File: src/rtl/core/strq_pick.sv
// Shared compare unit: picks the better of two indexed elements, ties to the right.
`default_nettype none
module strq_pick #(
   parameter int unsigned IDX_W       = 10,
   parameter int unsigned VALUE_WIDTH = 32
) (
   input  wire logic                   max_mode,
   input  wire logic [IDX_W-1:0]       idx_a,
   input  wire logic [IDX_W-1:0]       idx_b,
   input  wire logic [VALUE_WIDTH-1:0] val_a,
   input  wire logic [VALUE_WIDTH-1:0] val_b,
   output logic      [IDX_W-1:0]       best_idx,
   output logic      [VALUE_WIDTH-1:0] best_val
);

   logic a_better;

   always_comb begin
      if (max_mode) begin
         a_better = $signed(val_a) > $signed(val_b);
      end else begin
         a_better = $signed(val_a) < $signed(val_b);
      end
      best_idx = a_better ? idx_a : idx_b;
      best_val = a_better ? val_a : val_b;
   end

endmodule
`default_nettype wire

File: config.mk
export PLATFORM = sky130hd
export DESIGN_NAME = strq_pick
export DESIGN_NICKNAME = d
export VERILOG_FILES = /design/src/rtl/core/strq_pick.sv
export SDC_FILE = /design/constraint.sdc
export NUM_CORES = 1
export LEC_CHECK = 0
export BUFFER_PORTS_ARGS = -buffer_cell sky130_fd_sc_hd__buf_2
export CAP_MARGIN = 20
export CORE_UTILIZATION = 45
export DETAILED_ROUTE_END_ITERATION = 8
export GPL_TIMING_DRIVEN = 1
export PLACE_DENSITY = 0.91
export SLEW_MARGIN = 30
export SYNTH_ARGS = -nofsm -noshare
export SYNTH_HDL_FRONTEND = slang
export SYNTH_SLANG_ARGS = --single-unit
File: constraint.sdc
create_clock -name vclk -period 6.2
set_clock_uncertainty 0.2 [all_clocks]
set_input_delay 1.24 -clock vclk [all_inputs]
set_output_delay 1.24 -clock vclk [all_outputs]
set_load 0.005 [all_outputs]
==> results of run 1 <==
[cells in the final DEF (no fill, tap or decap)]
| cell | count |
|---|---|
| nand4_1 | 3 |
| a311o_2 | 1 |
| o211a_1 | 1 |
| ha_1 | 32 |
| o211ai_1 | 43 |
| nor3_1 | 1 |
| nor2b_1 | 1 |
| a2111oi_4 | 1 |
| o21ai_0 | 5 |
| a22oi_1 | 1 |
| nand3_1 | 44 |
| o31a_1 | 2 |
| a21oi_1 | 11 |
| or2_2 | 2 |
| o221ai_1 | 1 |
| o21ai_1 | 40 |
| nand2b_1 | 1 |
| nand2_1 | 9 |
| o2111ai_1 | 42 |
| inv_1 | 34 |
| a2111o_1 | 1 |
| and4_1 | 2 |
| a311oi_4 | 1 |
| nor2_1 | 6 |
| buf_2 | 127 |
| or4_1 | 1 |
| a21o_1 | 3 |
| a2111oi_1 | 1 |
| buf_4 | 11 |
| or4_4 | 1 |
[logic make-up (layout without fill, tap and decap cells)]
family | Yosys count | in the layout | share of synthesized area
AO/OA/AOI/OAI | 154 | 154 | 0.5028
AND/OR/NAND/NOR | 71 | 71 | 0.1636
buffers and inverters | 75 | 172 | 0.1523
adder cells (fa/ha/maj) | 32 | 32 | 0.1812
[final cells by class]
cell class	instances	area, um2	share of cell area
tap	67	83.83	0.02978
inverter	34	127.6	0.04533
multi-input combinational	257	1886	0.6698
timing repair buffer	138	718.2	0.2551
[stage by stage]
| stage | power [mW] | instances | cell area (um2) | hold slack, ns |
|---|---|---|---|---|
| 3_3_place_gp | 0.2697 | 496 | 2815 | 2.614 |
| 5_1_grt | 0.3129 | 496 | 2815 | 2.634 |
| 6_report | 0.2794 | 496 | 2815 | 2.614 |
| 4_1_cts | 0.2780 | 496 | 2815 | 2.616 |
| 2_1_floorplan | 0.1712 | 332 | 2210 | 2.419 |
| 3_5_place_dp | 0.2768 | 496 | 2815 | 2.616 |
[path summary, 6_finish.rpt]
path                   from      endpoint  depth (start not counted)
setup / recovery  val_b[15]  best_val[16]                         12
hold / removal     idx_b[2]   best_idx[2]                          4
[power groups by stage]
stage,Sequential (mW),Combinational [mW],Clock [mW]
2_1_floorplan,0,0.171,0
6_report,0,0.279,0
4_1_cts,0,0.278,0
5_1_grt,0,0.313,0
3_5_place_dp,0,0.277,0
3_3_place_gp,0,0.270,0
[routing by layer]
layer / vias to the layer above / track usage / share of wire
met5: - / 0 / 0
met4: 0 / 0.04793 / 0.013
met1: 1475 / 0.3601 / 0.42
met2: 182 / 0.5410 / 0.50
li1: 1517 / - / -
met3: 12 / 0.01389 / 0.075
==> metrics.md, run 1 <==
| Metric | Value |
|---|---|
| Pwr/cell area | 99.26 mW/mm2 |
| Crit-path max cell delay | 0.58 ns |
| Total wire length | 7457 um |
| Resized cells post-CTS | 0 |
| FF+latch count | 0 |
| Syn_nets | 449 |
| Wirelength per Cell | 15.03 um |
| Initial Util | 0.4678 |
| Num rows | 25 |
| First drt pass iteration count | 4 |
| Critical path endpoint category | output port |
| CP max-delay cell | or4_1 |
| Final setup margin | 0.6983 ns |
| Achievable clock frequency | 181.8 MHz |
| Fin nets | 548 |
| Critical path type | input port to output port |
| DP Wirelength | 5459 um |
| Die Ht | 72.08 um |
| Crit path cell chain | buf_2, inv_1, ha_1, nand4_1, or4_1, a21o_1, a311oi_4, buf_4, buf_4, o2111ai_1, o211ai_1, buf_2 |
| Top post-synthesis cells by area | ha_1, o2111ai_1, o211ai_1, nand3_1, o21ai_1 |
| Unrepaired setup endpoints after global routing | no |
| Drt drc | 0 |
| Hold_buf cts | 0 |
| Pre-CTS setup slack | 0.7257 ns |
| Switching part of the total power | 0.5541 |
| Final core occ | 0.5960 |
| IO Count | 127 |
| Rel. slew slack | 0.4334 |
| Area Overhead vs Synth | 27.41% |
| Setup TNS | 0 ns |
| Max Slew Vio Count | 0 |
| Antenna Nets Post-Route | 0 |
| Mapped cell area | 0.002210 mm2 |
| Initial antenna violation count | 0 |
| Most frequent cell after synthesis | nand3_1 |
| Comb pwr share | 1.000 |
| Internal power | 124.6 uW |
| Syn avg cell area | 6.655 um2 |
| Worst vdd ir | 0.05060 mV |
| Number of global-route vias before repair | 2868 |
| Worst Hold Class | input port to output port |
| Fin crit period | 5.502 ns |
| CLK BUF | 0 |
| GRT Residual Overflow | 0 |
| Layout filler cell count | 457 |
| First-pass GRT wire length | 12650 um |
| Synth top cells by count | nand3_1, o211ai_1, o2111ai_1 |
| MaxCap Viol Count | 0 |
| Layout cells sized above 1 | 0.3357 |
| Largest net degree at the start of global routing | 44 |
| Post-synth top area share | 0.1812 |
| Arrival @ worst endpoint | 4.06 ns |
| Clock Power Share | 0 |
| Register area | 0 um2 |
| Cell class contributing the biggest share of worst-path delay | buffers and inverters |
| Die area | 0.005195 mm2 |
| Post-CTS setup buffer count | 0 |
| Die Wd | 72.08 um |
| Startpoint types | input port |
| Leak pwr | 1.319 nW |
| Yosys warnings | 0 |
| Worst Max-Slew Pin Slew | 0.8498 ns |
| Worst Path Max Fanout | 36 |
| Status | finished, final reports clean |
| CP required | 4.76 ns |
| Buffers and inverters on the worst path | 5 |
| Initial DRC Count | 227 |
| Via count | 3186 |
| Ant diodes | 0 |
| Period utilization | 0.8874 |
| Tot GR Track Use | 0.2862 |
| Power share of the sequential group | 0 |
| Post-synthesis sequential area ratio | 0 |
| Via density | 6.423 |
| Top cell type by total area after synthesis | ha_1 |
| # setup viols final | 0 |
| Hold violation total from the final report | 0 |
| Port Buffers | 127 |
| Syn Inst Count | 332 |
| P_sw | 154.8 uW |
| RePlAce Congestion | 0.8943 |
| Yosys cell types | 33 |
| Core Box Area | 0.004723 mm2 |
Power figures use the tool's default switching activity.
==> run 2: changes to the inputs <==
--- a/config.mk
+++ b/config.mk
@@ -5,12 +5,13 @@
 export SDC_FILE = /design/constraint.sdc
 export NUM_CORES = 1
 export LEC_CHECK = 0
+export ABC_AREA = 1
 export BUFFER_PORTS_ARGS = -buffer_cell sky130_fd_sc_hd__buf_2
 export CAP_MARGIN = 20
-export CORE_UTILIZATION = 45
+export CORE_UTILIZATION = 44
 export DETAILED_ROUTE_END_ITERATION = 8
 export GPL_TIMING_DRIVEN = 1
-export PLACE_DENSITY = 0.91
+export PLACE_DENSITY = 0.95
 export SLEW_MARGIN = 30
 export SYNTH_ARGS = -nofsm -noshare
 export SYNTH_HDL_FRONTEND = slang
==> run 2 against run 1 <==
Die area is 29% lower; wire length is 42% lower; setup slack better by 0.68 ns; clock-buffer cell count stayed put; via count is 32% lower; core utilization is 7.8 points higher; critical path depth is 3 higher; critical endpoint is now best_val[29].
==> metrics.md, run 2 <==
| Metric | Value |
|---|---|
| Status | finished, final reports clean (unchanged) |
| Clock Power Share | 0 (about the same) |
| Worst Max-Slew Pin Slew | 0.4214 ns (was 0.8498 ns) |
| Critical path type | input port to output port (unchanged) |
| Leak pwr | 1.521 nW (was 1.319 nW) |
| GRT Residual Overflow | 0 (unchanged) |
| IO Count | 127 (unchanged) |
| Fin nets | 525 (was 548) |
| CP max-delay cell | buf_4 (was or4_1) |
| RePlAce Congestion | 0.8193 (was 0.8943) |
| Ant diodes | 0 (unchanged) |
| Port Buffers | 127 (unchanged) |
| Worst vdd ir | 0.04402 mV (was 0.05060 mV) |
| FF+latch count | 0 (unchanged) |
| Yosys cell types | 16 (was 33) |
| Hold Slack | 2.535 ns (was 2.614 ns) |
| Register area | 0 um2 (unchanged) |
| Crit path cell chain | buf_2, inv_1, ha_1, nand2_1, nor2_1, and2_1, and3_1, nand2_1, nand2_1, nand2_1, nand3_2, buf_4, nand3_1, nand2_1, buf_2 (was buf_2, inv_1, ha_1, nand4_1, or4_1, a21o_1, a311oi_4, buf_4, buf_4, o2111ai_1, o211ai_1, buf_2) |
| Die Ht | 60.81 um (was 72.08 um) |
| Pwr/cell area | 99.64 mW/mm2 (was 99.26 mW/mm2) |
| Number of global-route vias before repair | 1756 (was 2868) |
| Cell mode on critical path | nand2_1 |
| Buffers and inverters on the worst path | 4 (was 5) |
| Post-synthesis sequential area ratio | 0 (unchanged) |
| MaxCap Viol Count | 0 (unchanged) |
| Comb pwr share | 1.000 (about the same) |
| Crit-path max cell delay | 0.38 ns (was 0.58 ns) |
| Core Box Area | 0.003178 mm2 (was 0.004723 mm2) |
| CLK BUF | 0 (unchanged) |
| Largest net degree at the start of global routing | 43 (was 44) |
| Antenna Nets Post-Route | 0 (unchanged) |
| Post-synth top area share | 0.3035 (was 0.1812) |
| Startpoint types | input port (unchanged) |
| Top cell type by total area after synthesis | nand2_1 (was ha_1) |
| Rel. slew slack | 0.7190 (was 0.4334) |
| Drt drc | 0 (unchanged) |
| Mapped cell area | 0.001521 mm2 (was 0.002210 mm2) |
| Hold violation total from the final report | 0 (unchanged) |
| Power share of the sequential group | 0 (about the same) |
| Top post-synthesis cells by area | nand2_1, ha_1, nand3_1, inv_1, a21oi_1 (was ha_1, o2111ai_1, o211ai_1, nand3_1, o21ai_1) |
| Via count | 2157 (was 3186) |
| Most frequent cells in the layout | buf_2, nand2_1, nand3_1 (was buf_2, nand3_1, o211ai_1) |
| Max Slew Vio Count | 0 (unchanged) |
| Unrepaired setup endpoints after global routing | no (unchanged) |
| Syn_nets | 406 (was 449) |
| Wirelength per Cell | 9.549 um (was 15.03 um) |
| Yosys warnings | 0 (unchanged) |
| Syn Inst Count | 289 (was 332) |
| Arrival @ worst endpoint | 3.38 ns (was 4.06 ns) |
| Hold_buf cts | 0 (unchanged) |
| Switching part of the total power | 0.5492 (was 0.5541) |
| Fin crit period | 4.822 ns (was 5.502 ns) |
| Setup TNS | 0 ns (unchanged) |
| Internal power | 96.22 uW (was 124.6 uW) |
| Area Overhead vs Synth | 40.79% (was 27.41%) |
| Die area | 0.003697 mm2 (was 0.005195 mm2) |
| Resized cells post-CTS | 0 (unchanged) |
| Via density | 4.793 (was 6.423) |
| Cell class contributing the biggest share of worst-path delay | simple AND/OR/NAND/NOR gates (was buffers and inverters) |
| Initial DRC Count | 98 (was 227) |
| Period utilization | 0.7778 (was 0.8874) |
| Die Wd | 60.81 um (was 72.08 um) |
| Most frequent cell after synthesis | nand2_1 (was nand3_1) |
| Worst Path Max Fanout | 37 (was 36) |
| Critical path endpoint category | output port (unchanged) |
| CP required | 4.76 ns (about the same) |
| Layout cells sized above 1 | 0.3251 (was 0.3357) |
| First drt pass iteration count | 4 (unchanged) |
| # setup viols final | 0 (unchanged) |
| DP Wirelength | 3559 um (was 5459 um) |
| Synth top cells by count | nand2_1, nand3_1, inv_1 (was nand3_1, o211ai_1, o2111ai_1) |
| Post-CTS setup buffer count | 0 (unchanged) |
| Tot GR Track Use | 0.2149 (was 0.2862) |
| Commonest non-fill, non-tap cell in the layout | buf_2 (unchanged) |
| Initial Util | 0.4787 (was 0.4678) |
| Achievable clock frequency | 207.4 MHz (was 181.8 MHz) |
| Num rows | 20 (was 25) |
| Syn avg cell area | 5.265 um2 (was 6.655 um2) |
| First-pass GRT wire length | 6486 um (was 12650 um) |
| Total wire length | 4297 um (was 7457 um) |
| Worst Hold Class | input port to output port (unchanged) |
| Initial antenna violation count | 0 (unchanged) |
| P_sw | 117.2 uW (was 154.8 uW) |
run 2: worst paths after layout:
kind                  start      endpoint  depth (start not counted)
setup / recovery  val_b[31]  best_val[29]                         15
hold / removal     idx_a[3]   best_idx[3]                          4
run 2: cells by family (layout without fill, tap and decap cells):
kind of cell,count (synthesis),after routing,synth area share
AO/OA/AOI/OAI,20,20,0.07072
buffers and inverters,53,170,0.1571
adder cells (fa/ha/maj),32,32,0.2632
AND/OR/NAND/NOR,184,184,0.5091
run 2: per-stage QoR:
| stage | total power [mW] | utilization | area, um2 | setup WS, ns | std cells |
|---|---|---|---|---|---|
| detailed placement | 0.2145 | 0.6740 | 2142 | 1.392 | 450 |
| global route | 0.2477 | 0.6740 | 2142 | 1.138 | 450 |
| global placement | 0.2096 | 0.6740 | 2142 | 1.480 | 450 |
| finish | 0.2134 | 0.6740 | 2142 | 1.378 | 450 |
| floorplan | 0.1321 | - | 1521 | 2.026 | 289 |
| CTS | 0.2155 | 0.6740 | 2142 | 1.382 | 450 |
run 2: routing by layer:
layer | up-vias | routed length [um] | track usage
met2 | 74 | 2272 | 0.4694
met3 | 0 | 281 | 0.008529
met5 | - | 0 | 0
met1 | 929 | 1743 | 0.2238
met4 | 0 | 0 | 0.02922
li1 | 1154 | - | -
run 2: final cells by class:
| cell class | instances | area (um2) |
|---|---|---|
| fillers | 332 | 1036 |
| inverters | 41 | 153.9 |
| multi-input cells | 236 | 1282 |
| well taps | 44 | 55.05 |
| repair buffers | 129 | 650.6 |
run 2: power groups by stage:
stage	combinational [mW]	sequential (mW)	clock (mW)
after floorplan	0.132	0	0
after global placement	0.210	0	0
after detailed placement	0.214	0	0
after CTS	0.216	0	0
after global routing	0.248	0	0
final	0.213	0	0
==> run 3: changes to the inputs <==
--- a/config.mk
+++ b/config.mk
@@ -8,10 +8,10 @@
 export ABC_AREA = 1
 export BUFFER_PORTS_ARGS = -buffer_cell sky130_fd_sc_hd__buf_2
 export CAP_MARGIN = 20
-export CORE_UTILIZATION = 44
+export CORE_UTILIZATION = 37
 export DETAILED_ROUTE_END_ITERATION = 8
 export GPL_TIMING_DRIVEN = 1
-export PLACE_DENSITY = 0.95
+export PLACE_DENSITY = 0.9
 export SLEW_MARGIN = 30
 export SYNTH_ARGS = -nofsm -noshare
 export SYNTH_HDL_FRONTEND = slang
==> constraint.sdc (replaced) <==
create_clock -name vclk -period 4.34
set_clock_uncertainty 0.2 [all_clocks]
set_input_delay 0.868 -clock vclk [all_inputs]
set_output_delay 0.868 -clock vclk [all_outputs]
set_load 0.005 [all_outputs]
==> run 3 against run 2 <==
Cell area is 0.82% higher; core utilization is 11 points lower; clock-buffer cell count stayed put; wire length is 1.0% lower; sequential cell count stayed put; critical endpoint is now best_val[22]; highest routed layer unchanged.
==> metrics.md, run 3 (synthesis results as in run 2) <==
| Metric | Value |
|---|---|
| RePlAce Congestion | 0.8196 (was 0.8193) |
| MaxCap Viol Count | 0 (unchanged) |
| Initial DRC Count | 74 (was 98) |
| GR Util met3 | 0.01034 (was 0.008529) |
| Critical path type | input port to output port (unchanged) |
| Core Box Area | 0.003799 mm2 (was 0.003178 mm2) |
| Worst vdd ir | 0.05960 mV (was 0.04402 mV) |
| First drt pass iteration count | 4 (unchanged) |
| Hold path depth | 4 (unchanged) |
| Hold violation total from the final report | 0 (unchanged) |
| Layout filler cell count | 385 (was 332) |
| Hold worst-path end | best_idx[9] (was best_idx[3]) |
| Initial Util | 0.4005 (was 0.4787) |
| Pwr/cell area | 142.1 mW/mm2 (was 99.64 mW/mm2) |
| Layout cells sized above 1 | 0.3251 (unchanged) |
| FF+latch count | 0 (unchanged) |
| Max Slew Vio Count | 0 (unchanged) |
| Period utilization | 0.9272 |
| First-pass GRT wire length | 6706 um (was 6486 um) |
| Status | finished, final reports clean (unchanged) |
| Resized cells post-CTS | 0 (unchanged) |
| Startpoint types | input port (unchanged) |
| Overall power | 306.8 uW (was 213.4 uW) |
| Area Overhead vs Synth | 41.94% (was 40.79%) |
| Num rows | 22 (was 20) |
| Arrival @ worst endpoint | 2.96 ns (was 3.38 ns) |
| Die Wd | 66.13 um (was 60.81 um) |
| Number of global-route vias before repair | 1699 (was 1756) |
| Worst Max-Slew Pin Slew | 0.4202 ns (was 0.4214 ns) |
| Via density | 4.731 (was 4.793) |
| Unrepaired setup endpoints after global routing | no (unchanged) |
| Leak pwr | 1.527 nW (was 1.521 nW) |
| Post-DP Area | 0.002160 mm2 (was 0.002142 mm2) |
| DP Wirelength | 3547 um (was 3559 um) |
| Hold Startpoint | idx_a[9] (was idx_a[3]) |
| Total wire length | 4252 um (was 4297 um) |
| Rel. slew slack | 0.7199 (was 0.7190) |
| Largest net degree at the start of global routing | 43 (unchanged) |
| CP required | 3.27 ns (was 4.76 ns) |
| Worst Path Max Fanout | 42 (was 37) |
| Ant diodes | 0 (unchanged) |
| Commonest non-fill, non-tap cell in the layout | buf_2 (unchanged) |
| GRT met1 Usage | 0.2246 (was 0.2238) |
| Worst Hold Class | input port to output port (unchanged) |
| Tot GR Track Use | 0.1828 (was 0.2149) |
| Most frequent cells in the layout | buf_2, nand2_1, nand3_1 (unchanged) |
| Via count | 2148 (was 2157) |
| Port Buffers | 127 (unchanged) |
| Fin nets | 525 (unchanged) |
| Post-CTS setup buffer count | 0 (unchanged) |
| Busiest grt layer | met2 (unchanged) |
| CLK BUF | 0 (unchanged) |
| Hold_buf cts | 0 (unchanged) |
| Achievable clock frequency | 248.5 MHz |
| Die area | 0.004373 mm2 (was 0.003697 mm2) |
| Setup TNS | 0 ns (unchanged) |
| GRT met2 Usage | 0.3622 (was 0.4694) |
| Wirelength per Cell | 9.366 um (was 9.549 um) |
| Critical path endpoint category | output port (unchanged) |
| Final non-filler cell total | 454 (was 450) |
| Fin crit period | 4.024 ns |
| Cells after DPL | 454 (was 450) |
| IO Count | 127 (unchanged) |
| Register area | 0 um2 (unchanged) |
| Drt drc | 0 (unchanged) |
| GRT Residual Overflow | 0 (unchanged) |
| Design area | 0.002160 mm2 (was 0.002142 mm2) |
| Initial antenna violation count | 0 (unchanged) |
| # setup viols final | 0 (unchanged) |
| Antenna Nets Post-Route | 0 (unchanged) |
| Die Ht | 66.13 um (was 60.81 um) |
-- run 3: per-stage QoR --
| stage | util | setup slack (ns) | hold slack (ns) |
|---|---|---|---|
| floorplan | - | 0.9096 | 1.627 |
| global placement | 0.5685 | 0.4406 | 1.786 |
| detailed placement | 0.5685 | 0.3313 | 1.792 |
| CTS | 0.5685 | 0.3161 | 1.793 |
| global route | 0.5685 | 0.04984 | 1.821 |
| finish | 0.5685 | 0.3158 | 1.790 |
-- run 3: area by class of cell --
| type | count | area (um2) | share of cell area |
|---|---|---|---|
| repair buffers | 129 | 663.1 | 0.3071 |
| inverters | 41 | 153.9 | 0.07126 |
| multi-input cells | 236 | 1282 | 0.5939 |
| well taps | 48 | 60.06 | 0.02781 |
-- run 3: metal layers --
| layer | part of all wire | vias up |
|---|---|---|
| li1 | - | 1153 |
| met1 | 0.44 | 916 |
| met2 | 0.48 | 79 |
| met3 | 0.076 | 0 |
| met4 | 0 | 0 |
| met5 | 0 | - |
-- run 3: worst max-delay path by stage --
| stage | slack (ns) | cells past startpoint | end | startpoint |
|---|---|---|---|---|
| 2_1_floorplan | 0.91 | 13 | best_idx[0] | val_b[31] |
| 3_3_place_gp | 0.44 | 15 | best_val[21] | val_b[31] |
| 3_5_place_dp | 0.33 | 15 | best_val[22] | val_b[31] |
| 4_1_cts | 0.32 | 15 | best_val[22] | val_b[31] |
| 5_1_grt | 0.05 | 15 | best_val[28] | val_b[31] |
| 6_report | 0.32 | 15 | best_val[22] | val_b[31] |
-- run 3: critical path: stages --
cell     delay (ns)
buf_2          0.09
inv_1          0.04
ha_1           0.34
nand2_1        0.09
nor2_1         0.13
and2_1         0.15
and3_1         0.19
nand2_1        0.09
nand2_1        0.09
nand2_1        0.06
nand3_2        0.09
buf_4          0.39
nand3_1        0.12
nand2_1        0.09
buf_2          0.11
-- run 3: where the power goes --
group	internal (mW)	switching, mW
Sequential	0	0
Clock	0	0
Combinational	0.140	0.167
Total	0.140	0.167
